===== config.mk =====
export PLATFORM = sky130hd
export DESIGN_NAME = wca_front
export DESIGN_NICKNAME = d
export VERILOG_FILES = /design/src/design/wca_pkg.sv /design/src/design/wca_front.sv
export SDC_FILE = /design/constraint.sdc
export NUM_CORES = 1
export LEC_CHECK = 0
export BUFFER_PORTS_ARGS = -buffer_cell sky130_fd_sc_hd__buf_2
export CAP_MARGIN = 15
export CORE_MARGIN = 1
export CORE_UTILIZATION = 32
export DETAILED_ROUTE_END_ITERATION = 8
export PLACE_DENSITY = 0.93
export SYNTH_ARGS = -nofsm -noshare
export SYNTH_HDL_FRONTEND = slang
export SYNTH_SLANG_ARGS = --single-unit

===== constraint.sdc =====
create_clock -name vclk -period 2
set_input_delay 0.1 -clock vclk [all_inputs]
set_output_delay 0.1 -clock vclk [all_outputs]
set_load 0.005 [all_outputs]

===== src/design/wca_pkg.sv =====
package wca_pkg;

   localparam int MAX_DIM_DEFAULT = 8;
   localparam int QUEUE_DEPTH = 2;

   typedef enum logic [2:0] {
      OP_CLEAR  = 3'd0,
      OP_ADD    = 3'd1,
      OP_REMOVE = 3'd2,
      OP_MEAN   = 3'd3,
      OP_COV    = 3'd4
   } cmd_op_type;

   localparam logic [1:0] ST_OK        = 2'd0;
   localparam logic [1:0] ST_NO_WEIGHT = 2'd1;
   localparam logic [1:0] ST_NO_VAR    = 2'd2;
   localparam logic [1:0] ST_BAD_INDEX = 2'd3;

   typedef struct packed {
      cmd_op_type         op;
      logic signed [15:0] value;
      logic [15:0]        weight;
      logic [2:0]         idx_lo;
      logic [2:0]         idx_hi;
      logic               normalize;
      logic               idx_bad;
   } cmd_type;

   typedef struct packed {
      logic items_allowed;
   } back_status_type;

   typedef enum logic [2:0] {
      AR_MUL  = 3'b001,
      AR_DIV  = 3'b010,
      AR_SQRT = 3'b100
   } arith_op_type;

   typedef struct packed {
      logic         start;
      arith_op_type op;
   } arith_ctl_type;

   localparam logic [127:0] ONE_Q16 = 128'd65536;

   // Saturates a sign and magnitude pair to a signed 48-bit word.
   function automatic logic [47:0] pack48(input logic neg, input logic [127:0] q);
      logic [47:0] lim;
      logic [47:0] m;
      lim = neg ? 48'h8000_0000_0000 : 48'h7FFF_FFFF_FFFF;
      m = ((q[127:48] != '0) || (q[47:0] > lim)) ? lim : q[47:0];
      return neg ? (48'd0 - m) : m;
   endfunction

endpackage


===== src/design/wca_front.sv =====
module wca_front import wca_pkg::*; #(
   parameter int MAX_DIM = MAX_DIM_DEFAULT
) (
   input  logic                         req_valid,
   output logic                         req_ready,
   input  logic [2:0]                   req_type,
   input  logic signed [15:0]           req_sample_value,
   input  logic [15:0]                  req_point_weight,
   input  logic [2:0]                   req_first_index,
   input  logic [2:0]                   req_second_index,
   input  logic                         req_normalize,
   input  logic [$clog2(MAX_DIM+1)-1:0] dims,
   input  back_status_type              back_status,
   input  logic                         queue_full,
   output logic                         push,
   output cmd_type                      push_cmd
);

   logic       known;
   logic       bad_i;
   logic       bad_j;
   logic       swap;

   assign req_ready = back_status.items_allowed && !queue_full;

   always_comb begin
      known = 1'b1;
      push_cmd.op = OP_CLEAR;
      unique case (req_type)
         OP_CLEAR:  push_cmd.op = OP_CLEAR;
         OP_ADD:    push_cmd.op = OP_ADD;
         OP_REMOVE: push_cmd.op = OP_REMOVE;
         OP_MEAN:   push_cmd.op = OP_MEAN;
         OP_COV:    push_cmd.op = OP_COV;
         default: known = 1'b0;
      endcase
      bad_i = 8'(req_first_index) >= 8'(dims);
      bad_j = 8'(req_second_index) >= 8'(dims);
      swap = (req_type == OP_COV) && (req_first_index > req_second_index);
      push_cmd.value = req_sample_value;
      push_cmd.weight = req_point_weight;
      push_cmd.idx_lo = swap ? req_second_index : req_first_index;
      push_cmd.idx_hi = swap ? req_first_index : req_second_index;
      push_cmd.normalize = req_normalize;
      push_cmd.idx_bad = bad_i || ((req_type == OP_COV) && bad_j);
   end

   assign push = req_valid && req_ready && known;

endmodule


==> results.ini <==
[power_and_ir_drop]
powerDensity_mw_per_mm2 = 179
ir_drop_mv = 0.0691
power_w = 0.0000914
p_leak_nw = 0.293

[routing]
num_vias = 433
first_iter_violations = 3
wirelength_um = 1120
drc = 0
final_antenna_net_count = 0
dr.pass1.iters = 4
post_drt_wl_per_cell_um = 12.0
avgViaCountPerCell = 4.66

[timing]
max_slew.worst_pin.slew_ps = 420
slew_headroom_pct = 71.9
finalSetupViolations = 0
max_clock_freq_mhz = 568
slew_viol_final = 0
min_period_over_period_pct = 88.0
hold_viol = 0
finalSetupTns_ps = 0
period_minus_slack_ps = 1760
rsz0062_at_grt = false

[outcome]
status = completed

[die]
dieHeight_um = 44.9
dieArea_mm2 = 0.00201
io_pins = 94
core.rowCount = 15
die_x_um = 44.9
start_util_pct = 34.1
coreArea_mm2 = 0.00173

[finish]
area_delta_synth_final_pct = -13.0
n_sequential_cell = 0
nets = 128
ff_latch_area_um2 = 0
utilization_pct = 29.6
n_fill_cell = 211
clock_buffers = 0
drive_gt1_share_pct = 47.1
antenna_cells = 0

[synthesis]
synth_top_cell_area_share_pct = 42.1
synthCells = 73
synth_top_cell_by_area = buf_4
syn-num-nets = 131
ys_seq_area_share_pct = 0
netlist_area_um2 = 588
ys_warn_count = 0
synthTopCellsByArea = buf_4 42%, ha_1 19%, mux2_1 7.7%
syn_avg_cell_area_um2 = 8.06
synthDistinctLibCells = 19

[clock_network]
cts_setup_buffers = 0
cts_resized = 0
ctsHoldBuffers = 0

[min_path]
hp-start = req_sample_value[11]
hold_path_class = input port to output pin

[placement]
gp_congestion = 0.599
port_buffers = 28
dp.final_hpwl_um = 1000

[critical_path]
worst_path_most_repeated_cell = buf_2
max_stage_delay_ps = 410
crit_fanout = 6
crit_slowest_cell = a211oi_4
arrival_ps = 1660
startpoint_type = input port
critPathRequiredTime_ps = 1900
crit_start = req_second_index[2]
endpoint_kind = output pin
path_cells = buf_2, inv_1, ha_1, and3_1, a211oi_4, mux2_1, buf_2
criticalPathCategory = input port to output pin

[global_routing]
antenna_found_initial = 0
gr-total-overflow = 0
grtUsageTotal_pct = 11.1
first_global_vias = 415
grt_pass1_wl_um = 1740
grt_start_max_net_pins = 7

[run]
drv_cap = 0

-- worst paths after layout --
path | to | slack [ps] | cells past startpoint
hold / removal | push_cmd[35] | 200 | 0
setup / recovery | push_cmd[3] | 240 | 7
-- layout by cell type (no fill, tap or decap), types with 2 or more instances in the layout --
| cell type | count |
|---|---|
| mux2i_1 | 2 |
| and2b_2 | 2 |
| mux2_1 | 4 |
| inv_1 | 7 |
| a211oi_1 | 2 |
| ha_1 | 9 |
| and3_1 | 2 |
| buf_2 | 28 |
| nand2b_1 | 2 |
-- report_power, final --
part           leakage [nW]  total (W)  internal, W  switching [W]
clock network             0          0            0              0
registers                 0          0            0              0
logic                 0.293  0.0000914    0.0000480      0.0000434
total                 0.293  0.0000914    0.0000480      0.0000434
-- routing by layer --
layer | track usage [%] | wire (um) | vias up
li1 | - | - | 201
met1 | 11.3 | 404 | 196
met2 | 20.0 | 529 | 24
met3 | 1.60 | 133 | 12
met4 | 9.09 | 53 | 0
met5 | 0 | 0 | -
-- layout make-up --
cell class / count / area (um^2) / share of cell area, %
repair buffers: 28 / 140 / 27.4
well taps: 25 / 31.3 / 6.11
inverters: 7 / 26.3 / 5.13
multi-input cells: 33 / 314 / 61.4
-- critical path, delay by kind of cell --
family,cells,cell delay [ps]
AND/OR/NAND/NOR,1,200
AO/OA/AOI/OAI,1,410
multiplexers,1,370
buffers and inverters,3,290
adder cells (fa/ha/maj),1,300
-- Yosys cell counts --
| master | count |
|---|---|
| buf_4 | 33 |
| nor2_1 | 1 |
| and2b_2 | 2 |
| a211oi_1 | 2 |
| o22ai_1 | 1 |
| a21oi_1 | 1 |
| a211oi_4 | 1 |
| mux2_1 | 4 |
| ha_1 | 9 |
| nor2b_1 | 1 |
| mux2i_1 | 2 |
| and3_1 | 2 |
| or3_1 | 1 |
| nand2b_1 | 2 |
| o21bai_1 | 1 |
| o21ai_0 | 1 |
| inv_1 | 7 |
| or3b_4 | 1 |
| nand3b_1 | 1 |
-- metrics by stage --
step,hold slack (ps),std cells,setup WS (ps),instance area (um^2)
after floorplan,235,73,562,588
after global placement,200,93,278,512
after detailed placement,200,93,223,512
after CTS,200,93,216,512
after global routing,200,93,152,512
final,200,93,240,512
-- kinds of logic after synthesis --
| family | synth area share [%] |
|---|---|
| mux | 11.1 |
| buf+inv | 46.6 |
| simple gates | 13.2 |
| fa+ha+maj | 19.1 |
| compound gates | 10.0 |
(Power assumes the default switching activity.)
