File: src/design/wca_pkg.sv
package wca_pkg;

   localparam int MAX_DIM_DEFAULT = 8;
   localparam int QUEUE_DEPTH = 2;

   typedef enum logic [2:0] {
      OP_CLEAR  = 3'd0,
      OP_ADD    = 3'd1,
      OP_REMOVE = 3'd2,
      OP_MEAN   = 3'd3,
      OP_COV    = 3'd4
   } cmd_op_type;

   localparam logic [1:0] ST_OK        = 2'd0;
   localparam logic [1:0] ST_NO_WEIGHT = 2'd1;
   localparam logic [1:0] ST_NO_VAR    = 2'd2;
   localparam logic [1:0] ST_BAD_INDEX = 2'd3;

   typedef struct packed {
      cmd_op_type         op;
      logic signed [15:0] value;
      logic [15:0]        weight;
      logic [2:0]         idx_lo;
      logic [2:0]         idx_hi;
      logic               normalize;
      logic               idx_bad;
   } cmd_type;

   typedef struct packed {
      logic items_allowed;
   } back_status_type;

   typedef enum logic [2:0] {
      AR_MUL  = 3'b001,
      AR_DIV  = 3'b010,
      AR_SQRT = 3'b100
   } arith_op_type;

   typedef struct packed {
      logic         start;
      arith_op_type op;
   } arith_ctl_type;

   localparam logic [127:0] ONE_Q16 = 128'd65536;

   // Saturates a sign and magnitude pair to a signed 48-bit word.
   function automatic logic [47:0] pack48(input logic neg, input logic [127:0] q);
      logic [47:0] lim;
      logic [47:0] m;
      lim = neg ? 48'h8000_0000_0000 : 48'h7FFF_FFFF_FFFF;
      m = ((q[127:48] != '0) || (q[47:0] > lim)) ? lim : q[47:0];
      return neg ? (48'd0 - m) : m;
   endfunction

endpackage

File: src/design/wca_queue.sv
module wca_queue import wca_pkg::*; (
   input  logic    clock,
   input  logic    reset,
   input  logic    push,
   input  cmd_type push_cmd,
   output logic    full,
   input  logic    pop,
   output logic    empty,
   output cmd_type head
);

   localparam int PW = $clog2(QUEUE_DEPTH);

   cmd_type          slot_ff [QUEUE_DEPTH];
   logic [PW-1:0]    wr_ff;
   logic [PW-1:0]    wr_in;
   logic [PW-1:0]    rd_ff;
   logic [PW-1:0]    rd_in;
   logic [PW:0]      cnt_ff;
   logic [PW:0]      cnt_in;

   assign full = cnt_ff == (PW+1)'(QUEUE_DEPTH);
   assign empty = cnt_ff == '0;
   assign head = slot_ff[rd_ff];

   always_comb begin
      wr_in = wr_ff;
      rd_in = rd_ff;
      cnt_in = cnt_ff;
      if (push) begin
         wr_in = (wr_ff == PW'(QUEUE_DEPTH - 1)) ? '0 : wr_ff + 1'b1;
      end
      if (pop) begin
         rd_in = (rd_ff == PW'(QUEUE_DEPTH - 1)) ? '0 : rd_ff + 1'b1;
      end
      if (push && !pop) begin
         cnt_in = cnt_ff + 1'b1;
      end else if (pop && !push) begin
         cnt_in = cnt_ff - 1'b1;
      end
   end

   always_ff @(posedge clock) begin
      if (reset) begin
         wr_ff <= '0;
         rd_ff <= '0;
         cnt_ff <= '0;
      end else begin
         wr_ff <= wr_in;
         rd_ff <= rd_in;
         cnt_ff <= cnt_in;
      end
      if (push) begin
         slot_ff[wr_ff] <= push_cmd;
      end
   end

endmodule

File: config.mk
export PLATFORM = sky130hd
export DESIGN_NAME = wca_queue
export DESIGN_NICKNAME = d
export VERILOG_FILES = /design/src/design/wca_pkg.sv /design/src/design/wca_queue.sv
export SDC_FILE = /design/constraint.sdc
export NUM_CORES = 1
export LEC_CHECK = 0
export ABC_AREA = 1
export BUFFER_PORTS_ARGS = -buffer_cell sky130_fd_sc_hd__buf_2
export CELL_PAD_IN_SITES_DETAIL_PLACEMENT = 1
export CELL_PAD_IN_SITES_GLOBAL_PLACEMENT = 1
export CORE_ASPECT_RATIO = 1.1
export CORE_MARGIN = 2
export CORE_UTILIZATION = 40
export CTS_BUF_LIST = sky130_fd_sc_hd__clkbuf_2
export DETAILED_ROUTE_END_ITERATION = 12
export GPL_TIMING_DRIVEN = 0
export PLACE_DENSITY_LB_ADDON = 0.1
export SYNTH_ARGS = -nofsm -noshare
export SYNTH_HDL_FRONTEND = slang
export SYNTH_SLANG_ARGS = --single-unit
export TNS_END_PERCENT = 1
File: constraint.sdc
create_clock -name clock -period 7.1 [get_ports clock]
set_input_delay 0.71 -clock clock [delete_from_list [all_inputs] [get_ports clock]]
set_output_delay 0.71 -clock clock [all_outputs]
set_load 0.01 [all_outputs]
==> impl_results.md, run 1 <==
- Status: completed
- Starting density of the core: 41.6%
- Count of synthesis-stage warnings from yosys: 0
- Slowest cell on crit path: dfxtp_1
- Final count of negative-setup-slack endpoints: 0
- Synthesized-area fraction occupied by ao, oa, aoi and oai cells: 0.283%
- Flip-flop and latch count after synthesis: 91
- Aggregate routed wire length: 5870 um
- Final Wtd Congestion: 0.743
- Final period utilization: 33.3%
- Max Clk Rate: 423 MHz
- Crit-path cells: buf_6, buf_12, mux2_4, buf_2
- Data arrival time of the critical path: 1650 ps
- Class of the worst hold path: input pin to register
- Type of origin of the critical path: register
- Clock slew seen by the registers of the worst setup and hold paths: 250 ps
- Post-synthesis mux area share: 17.9%
- Peak fanout along the critical path: 10
- Pwr Total: 1.03 mW
- Total track usage: 12.7%
- Syn Nets: 215
- Hold path startpoint: push_cmd[26]
- Final total negative setup slack: 0 ps
- Power share of the combinational group: 14.9%
- Average footprint of a synthesized cell: 21.2 um2
- Antenna violation net count after detailed routing: 0
- Hold Violations, Final: 0
- Post-Layout Inst Area: 4300 um2
- Buf/Inv on CP: 3
- FP Rows: 35
- Number of setup buffers added after CTS: 0
- # diodes: 0
- Post-synthesis share of cell area spent on full adders, half adders and majority gates: 0.354%
- Clock Tree Buf Depth: 2
- Quantity of I/O buffers inserted on ports: 91
- Count of non-filler cells in the finished layout: 387
- Clock net sink count: 91
- Power Internal: 0.781 mW
- Share of power burned in registers: 60.9%
- Switch share: 24.1%
- Endpoint type of the worst setup path: output port
- Most common cell after layout, fill and taps aside: buf_2
- Cell Count Post-Placement: 371
- Min cycle time layout: 2360 ps
- Mapped Cells: 167
- DRT Pass-1 Iters: 4
- Root buffer cell: clkbuf_2
- Count of cells resized by post-cts repair: 0
- Post-synth top area cell: edfxtp_1
- Required @ worst endpoint: 6390 ps
- Worst hold-check slack: 338 ps
- Max-cap violations: 0
- Core Footprint: 8500 um2
- Slew at the pin closest to its max-slew limit: 778 ps
- Count of nets after finishing: 319
- Final routed wire length divided by cell count: 15.2 um
- I/O Pins: 92
- Setup clock skew after layout: 14.8 ps
- Simple-gate share of the synthesized area: 1.73%
- Area of the mapped netlist: 3530 um2
- Area contributors post-synth: edfxtp_1, mux2_4, dfxtp_1, buf_12, inv_1
- Die X: 93.6 um
- First-pass GRT wire length: 9040 um
- Post-detailed-placement half-perimeter wirelength: 3990 um
- Maximum number of pins on one net before global-route repair: 26
- Layout-stage area growth over the synthesis result: 21.6%
- Part of the total power dissipated in the clock network: 24.2%
- Max transition margin: 48.0%
- Sequential cell area fraction in the yosys report: 75.9%
- PwrDens: 240 nW/um2
- Share of post-route cells with drive strength above 1: 56.9%
- Setup repair after global routing missed its margin: no
- Number of remaining DRC errors: 0
- Maximum level of the CTS H-tree: 3
- Post-place instance area: 4180 um2
- Beginning of the worst register-to-register path: wr_ff
- Global route overflow: 0
- Distinct cell type count of the synthesized netlist: 16
- CP peak stage delay: 370 ps
- Floorplan die height: 103 um
- Antenna violations before repair: 0
- Number of buffers created by CTS: 9
- Kind of cell adding the most delay to the critical path: buffers and inverters
- Area enclosed by the die boundary: 9610 um2
- Worst Setup Path Type: register to output port
- Clock tree from TritonCTS: built
- Leakage: 1.73 nW
- NetSw: 0.249 mW
- Detailed-route vias per instance: 4.51
- Worst vdd rail ir drop: 130 uV
- Total number of vias: 1747
- Number of buffers inserted for hold repair after clock tree synthesis: 0
- Area share of the largest cell type after synthesis: 73.1%
- Xor/xnor share of the synthesized area: 0.248%
- Largest family of logic cells by synthesized area: multiplexers
- Commonest cells after routing, fill and taps aside: buf_2, edfxtp_1, mux2_4, clkbuf_2, inv_1
- Violation count after the first detailed-route iteration: 67
- Insertion delay to the later sink of the worst-skew pair: 530 ps
- Number of max-slew violations in the final report: 0
- Number of global-route vias before repair: 1883
flip-flops by register name, summed over array words and instances, names as in the netlist, named ones only:
| register | cells |
|---|---|
| cnt_ff | 2 |
| wr_ff | 1 |
| slot_ff | 86 |
| rd_ff | 1 |
logic make-up after synthesis:
logic type,Yosys count
flops,91
mux,43
simple gates,15
buf+inv,14
compound gates,2
xor+xnor,1
fa+ha+maj,1
power groups by stage:
| stage | logic [mW] | clock network (mW) | registers (mW) |
|---|---|---|---|
| floorplan | 0.0978 | 0 | 0.638 |
| finish | 0.153 | 0.249 | 0.627 |
| global route | 0.167 | 0.278 | 0.630 |
| CTS | 0.157 | 0.260 | 0.628 |
| global placement | 0.150 | 0 | 0.640 |
| detailed placement | 0.156 | 0 | 0.640 |
routing by layer:
metal	vias up	GRT usage [%]	share of wire, %
met1	836	14.3	40
met3	9	3.14	5.9
li1	842	-	-
met4	0	7.36	2.1
met5	-	0	0
met2	60	22.2	52
final timing paths:
check	end	slack [ps]	cells past startpoint
setup reg to reg	slot_ff[0][9]	5560	2
hold reg to reg	register	550	2
hold / removal	slot_ff[1][26]	340	1
setup / recovery	head[18]	4740	4
stage by stage:
stage / util, % / setup WS (ps)
after detailed placement: 49.2 / 4990
after CTS: 50.6 / 4670
final: 50.6 / 4740
after global placement: 48.6 / 2790
after global routing: 50.6 / 4610
after floorplan: - / 4100
Yosys cell counts, drive strengths merged:
cell type / count
buf: 5
nand4: 1
ha: 1
mux2: 43
nand2: 5
dfxtp: 5
nor2: 7
nand3: 1
xnor2: 1
inv: 9
o21ai: 1
a21oi: 1
nor3: 1
edfxtp: 86
area by class of cell:
class                      instances  area [um2]
timing repair buffer              93         503
tap                              111         139
inverter                           9        33.8
clock buffer                       9        45.0
fill                             830        4200
sequential                        91        2680
multi-input combinational         62         734
buffer                             5        91.3
clock inverter                     7        68.8
No activity file was read; power rests on OpenSTA's default activity.
==> run 2: changes to the inputs <==
- clock period: 7.1 -> 2.4 ns (I/O delays scaled with it)
==> run 2 against run 1 <==
Die area is the same. Clock power grew to 3.4 times the previous value. Worst hold slack improved by 65 ps. Final cell count is 12% higher. Via count up 12%. Setup slack got worse by 4300 ps. Global-route usage rose by 1.1 points. Sequential power grew to 3.0 times the previous value. Sequential share of layout area shrank 6.4 points. Power rose to 3.1 times the previous value. Critical path type unchanged. Largest power group unchanged.
==> impl_results.md, run 2 (same netlist as run 1, synthesis figures left out) <==
- # diodes: 0 (unchanged)
- Status: completed
- Root buffer cell: clkbuf_2
- Min cycle time layout: 1920 ps
- Worst Setup Path Type: register to output port
- Biggest register: slot_ff
- Core Footprint: 8500 um2 (unchanged)
- Peak fanout along the critical path: 10 (unchanged)
- Post-place instance area: 4180 um2 (-0.18%)
- Total number of vias: 1964 (+12%)
- Final count of negative-setup-slack endpoints: 0 (unchanged)
- Share of post-route cells with drive strength above 1: 48.9% (-8.0 points)
- Max-cap violations: 0 (unchanged)
- Violation count after the first detailed-route iteration: 84 (+25%)
- Class of the worst hold path: input pin to register
- I/O Pins: 92 (unchanged)
- Clock net sink count: 91 (unchanged)
- Maximum level of the CTS H-tree: 3 (unchanged)
- Post-Layout Inst Area: 4790 um2 (+11%)
- Power share of the combinational group: 15.9% (+1.0 points)
- Type of origin of the critical path: register
- Antenna violations before repair: 0 (unchanged)
- Largest register FFs: 86 (unchanged)
- Worst vdd rail ir drop: 298 uV (+130%)
- Most common cell after layout, fill and taps aside: buf_2
- PwrDens: 675 nW/um2 (+180%)
- Clock Tree Buf Depth: 2 (unchanged)
- Power Internal: 2.48 mW (+220%)
- Count of non-filler cells in the finished layout: 434 (+12%)
- Pwr Total: 3.23 mW (+210%)
- Layout-stage area growth over the synthesis result: 35.4%
- Aggregate routed wire length: 6520 um (+11%)
- Final period utilization: 80.1%
- DRT Pass-1 Iters: 4 (unchanged)
- Max transition margin: 54.8% (+6.8 points)
- Number of remaining DRC errors: 0 (unchanged)
- Final routed wire length divided by cell count: 15.0 um (-1.0%)
- Number of setup buffers added after CTS: 0 (unchanged)
- Post-detailed-placement half-perimeter wirelength: 4220 um (+5.8%)
- Data arrival time of the critical path: 1680 ps (+30 ps)
- Max Clk Rate: 520 MHz
- Number of filler instances in the final layout: 819 (-1.3%)
- Clock tree from TritonCTS: built
- Antenna violation net count after detailed routing: 0 (unchanged)
- Total track usage: 13.9% (+1.1 points)
- Registers with the most flip-flops: slot_ff x86, cnt_ff x2
- Detailed-route vias per instance: 4.53 (+0.25%)
- Leakage: 1.94 nW (+12%)
- Die X: 93.6 um (unchanged)
- Clock slew seen by the registers of the worst setup and hold paths: 260 ps (about the same)
- Maximum number of pins on one net before global-route repair: 28 (+7.7%)
- First-pass GRT wire length: 10000 um (+11%)
- Part of the total power dissipated in the clock network: 26.6% (+2.4 points)
- Share of power burned in registers: 57.5% (-3.4 points)
- Quantity of I/O buffers inserted on ports: 91 (unchanged)
- Commonest cells after routing, fill and taps aside: buf_2, edfxtp_1, dlygate4sd3_1, mux2_4, clkbuf_2
- Number of buffers created by CTS: 9 (unchanged)
- Required @ worst endpoint: 2160 ps (-4230 ps)
- Area enclosed by the die boundary: 9610 um2 (unchanged)
- Setup clock skew after layout: 21.1 ps (+6.24 ps)
- NetSw: 0.754 mW (+200%)
- FP Rows: 35 (unchanged)
- Cell Count Post-Placement: 371 (unchanged)
- Global route overflow: 0 (unchanged)
- Switch share: 23.3% (-0.81 points)
- Number of global-route vias before repair: 2121 (+13%)
- Endpoint type of the worst setup path: output port
- Final core utilization: 56.3% (+5.7 points)
- Hold Violations, Final: 0 (unchanged)
- Slew at the pin closest to its max-slew limit: 676 ps (-102 ps)
- Starting density of the core: 41.6% (unchanged)
- Number of max-slew violations in the final report: 0 (unchanged)
- Final Wtd Congestion: 0.618 (-17%)
- Count of nets after finishing: 366 (+15%)
- Insertion delay to the later sink of the worst-skew pair: 520 ps (about the same)
- Floorplan die height: 103 um (unchanged)
- Setup repair after global routing missed its margin: no
==> run 2: cell count changes in the layout (fill, tap and decap cells not counted), sizes merged <==
| cell | delta |
|---|---|
| dlygate4sd3 | +47 |
| clkinvlp | -2 |
| bufinv | +1 |
| clkbuf | +1 |
| clkinv | -1 |
| inv | +1 |
==> run 2: worst paths after layout <==
check / from / endpoint / slack [ps] / depth (start not counted)
hold reg to reg: rd_ff / register / 560 / 2
setup / recovery: register / head[31] / 480 / 4
setup reg to reg: wr_ff / slot_ff[0][28] / 890 / 2
hold / removal: push_cmd[14] / slot_ff[0][14] / 400 / 2
==> run 2: layout make-up <==
class | instances | area (um2) | share of cell area, %
well taps | 111 | 139 | 2.90
clock buffers | 10 | 50.0 | 1.05
plain buffers | 5 | 91.3 | 1.91
inverters | 9 | 33.8 | 0.706
flip-flops and latches | 91 | 2680 | 56.1
clock inverters | 6 | 88.8 | 1.86
repair buffers | 140 | 966 | 20.2
multi-input cells | 62 | 734 | 15.3
==> run 2: repair_timing <==
action / in CTS / in global routing
gates resized for setup: 0 / 0
hold buffers: 47 / 0
endpoints found under the hold margin: 91 / 0
==> run 2: worst max-delay path: stages, from the launching register on <==
cell	delay [ps]
dfxtp_1	380
buf_6	170
buf_12	160
mux2_4	310
buf_2	140
==> run 2: per-layer routing <==
metal | share of wire (%) | GRT usage [%]
met1 | 42 | 16.0
met5 | 0 | 0
met2 | 52 | 25.1
met3 | 4.2 | 2.41
met4 | 1.9 | 7.02
==> run 2: power groups by stage <==
stage | clock network (mW) | logic (mW) | registers [mW]
2_1_floorplan | 0 | 0.290 | 1.89
3_3_place_gp | 0 | 0.444 | 1.89
3_5_place_dp | 0 | 0.459 | 1.89
4_1_cts | 0.883 | 0.522 | 1.86
5_1_grt | 0.938 | 0.557 | 1.87
6_report | 0.859 | 0.514 | 1.86
==> run 2: through the flow <==
| stage | hold slack, ps | setup WS [ps] | TNS, ps |
|---|---|---|---|
| floorplan | 312 | 532 | 0 |
| global placement | 429 | -263 | -11260 |
| detailed placement | 432 | 818 | 0 |
| CTS | 359 | 423 | 0 |
| global route | 362 | 383 | 0 |
| finish | 402 | 479 | 0 |
==> run 3: changes to the inputs <==
- ABC_AREA: 1 -> 0
- clock period: 2.4 -> 1.9 ns (I/O delays scaled with it)
==> run 3 against run 2 <==
Setup slack got worse by 400 ps. Flip-flop and latch count did not move. Power rose by 23%. Design area rose by 1.2%. Synthesized cell count fell by 6.6%. Final cell count fell by 3.2%. Sequential share of layout area fell by 0.61 points. First-iteration DRC count fell by 33%. Largest power group unchanged. Highest routed layer unchanged.
==> impl_results.md, run 3 <==
- Total number of vias: 1915 (-2.5%)
- Commonest cells after routing, fill and taps aside: edfxtp_1, buf_2, dlygate4sd3_1, mux2_2, buf_6
- Number of global-route vias before repair: 2114 (-0.33%)
- Count of nets after finishing: 357 (-2.5%)
- First-pass GRT wire length: 10200 um (+1.7%)
- Global route overflow: 0 (unchanged)
- Leakage: 1.86 nW (-4.0%)
- Class of the worst hold path: input pin to register
- I/O Pins: 92 (unchanged)
- Biggest register: slot_ff
- Starting density of the core: 41.6% (about the same)
- Distinct cell type count of the synthesized netlist: 16 (unchanged)
- Post-synth top area cell: edfxtp_1
- Required @ worst endpoint: 1710 ps (-450 ps)
- Largest register FFs: 86 (unchanged)
- Maximum level of the CTS H-tree: 3 (unchanged)
- # diodes: 0 (unchanged)
- Peak fanout along the critical path: 10 (unchanged)
- Total track usage: 14.9% (+0.99 points)
- Max transition margin: 47.2% (-7.7 points)
- Pwr Total: 3.99 mW (+23%)
- Quantity of I/O buffers inserted on ports: 91 (unchanged)
- Sequential cell area fraction in the yosys report: 81.1% (+5.2 points)
- Registers with the most flip-flops: slot_ff x86, cnt_ff x2
- Area contributors post-synth: edfxtp_1, mux2_2, dfxtp_1, buf_4, nor2_1
- PwrDens: 823 nW/um2 (+22%)
- Predominant post-synthesis flop cell: edfxtp_1
- Violation count after the first detailed-route iteration: 56 (-33%)
- Final routed wire length divided by cell count: 15.6 um (+4.2%)
- Post-detailed-placement half-perimeter wirelength: 3850 um (-8.8%)
- Clock net sink count: 91 (unchanged)
- Antenna violation net count after detailed routing: 0 (unchanged)
- Area of the multi-input gates: 623 um2 (-15%)
- Hold Violations, Final: 0 (unchanged)
- Synth cell count leaders: edfxtp_1, mux2_2, dfxtp_1, nor2_1, buf_4
- Syn Nets: 204 (-5.1%)
- Detailed-route vias per instance: 4.56 (+0.76%)
- Count of synthesis-stage warnings from yosys: 0 (unchanged)
- FP Rows: 34 (-2.9%)
- Root buffer cell: clkbuf_2
- FFs w/ async S/R, synth: 0% (unchanged)
- Register area: 2680 um2 (about the same)
- Status: completed
- Min cycle time layout: 1820 ps
- Insertion delay to the later sink of the worst-skew pair: 510 ps (about the same)
- Top-count cell post-synth: edfxtp_1
- Number of remaining DRC errors: 0 (unchanged)
- Antenna violations before repair: 0 (unchanged)
- Number of buffers created by CTS: 9 (unchanged)
- Worst hold-check slack: 383 ps (-19.2 ps)
- Area enclosed by the die boundary: 9020 um2 (-6.1%)
- Worst vdd rail ir drop: 521 uV (+74%)
- Clock tree from TritonCTS: built
- Worst Setup Path Type: register to output port
- Data arrival time of the critical path: 1630 ps (-50 ps)
- Max-cap violations: 0 (unchanged)
- Mapped Cells: 156 (-6.6%)
- Slew at the pin closest to its max-slew limit: 791 ps (+115 ps)
- Setup repair after global routing missed its margin: yes
- Type of origin of the critical path: register
- Final count of negative-setup-slack endpoints: 0 (unchanged)
- Maximum number of pins on one net before global-route repair: 32 (+14%)
- Clock slew seen by the registers of the worst setup and hold paths: 220 ps (-40 ps)
- Area share of the largest cell type after synthesis: 78.0% (+5.0 points)
- Final Wtd Congestion: 0.658 (+6.4%)
- Final period utilization: 95.9%
- Aggregate routed wire length: 6570 um (+0.81%)
- Core Footprint: 7960 um2 (-6.4%)
- DRT Pass-1 Iters: 4 (unchanged)
- Clock Tree Buf Depth: 2 (unchanged)
- Flip-flop and latch count after synthesis: 91 (unchanged)
- Most common cell after layout, fill and taps aside: edfxtp_1
- Share of post-route cells with drive strength above 1: 51.3% (+2.4 points)
- Number of filler instances in the final layout: 741 (-9.5%)
- Die X: 90.7 um (-3.1%)
- Endpoint type of the worst setup path: output port
- Floorplan die height: 99.4 um (-3.1%)
- Average footprint of a synthesized cell: 21.2 um2 (+0.23%)
- Setup clock skew after layout: 20.6 ps (-0.444 ps)
- Number of max-slew violations in the final report: 0 (unchanged)
- Area of the mapped netlist: 3310 um2 (-6.4%)
- Layout-stage area growth over the synthesis result: 46.3%
- Max Clk Rate: 549 MHz
- Number of enable-type register cells in the synthesized netlist: 86 (unchanged)
run 3: per-layer routing:
layer	vias to the layer above	part of all wire, %	GRT usage [%]
met1	934	40	16.6
met5	-	0	0
met4	0	2.1	7.46
li1	911	-	-
met3	11	4.0	3.11
met2	59	53	27.0
run 3: cell type report:
type | instances | area share, %
Sequential cell | 91 | 55.4
Timing Repair Buffer | 142 | 24.9
Multi-Input combinational cell | 59 | 12.9
Tap cell | 108 | 2.79
Buffer | 5 | 1.96
Clock buffer | 10 | 1.03
Clock inverter | 4 | 0.905
Inverter | 1 | 0.0775
run 3: final timing paths:
kind	start	end	slack (ps)	depth (start not counted)
max	register	head[21]	80	4
min	push_cmd[9]	slot_ff[0][9]	380	2
max reg2reg	wr_ff	slot_ff[0][31]	350	2
min reg2reg	cnt_ff[1]	cnt_ff[1]	540	2
run 3: worst max-delay path: stages (launching register included):
cell and delay (ps):
dfxtp_2 390, buf_12 140, buf_12 130, mux2_2 340, buf_2 140
run 3: report_power, final:
part | leakage [nW] | internal [mW] | switching [mW]
clock | 0.0651 | 0.288 | 0.581
sequential | 0.849 | 2.33 | 0.0362
combinational | 0.949 | 0.445 | 0.303
total | 1.86 | 3.07 | 0.920
run 3: stage by stage:
stage               setup TNS, ps  setup WS [ps]  util, %  cell area (um2)  std cells
floorplan                       0           23.8        -             3310        156
global placement           -57910           -763     49.1             3900        355
detailed placement              0            291     49.7             3960        357
CTS                         -2.46          -2.46     57.5             4570        418
global route                 -358          -24.2     60.9             4840        420
finish                          0           78.7     60.9             4840        420
run 3: cell families after synthesis:
group / Yosys count / synth area share, %
flip-flops: 91 / 81.1
multiplexers: 43 / 14.6
AND/OR/NAND/NOR: 9 / 1.40
buffers and inverters: 6 / 1.17
XOR/XNOR: 4 / 1.06
AO/OA/AOI/OAI: 2 / 0.302
adder cells (fa/ha/maj): 1 / 0.378
run 3: timing repair:
action                                 4_1_cts  5_1_grt
buffers inserted                             0        1
hold buffers                                47        0
setup endpoints to repair                   40       40
cloned                                       0        1
gates resized for setup                     14       41
endpoints found under the hold margin       91        0
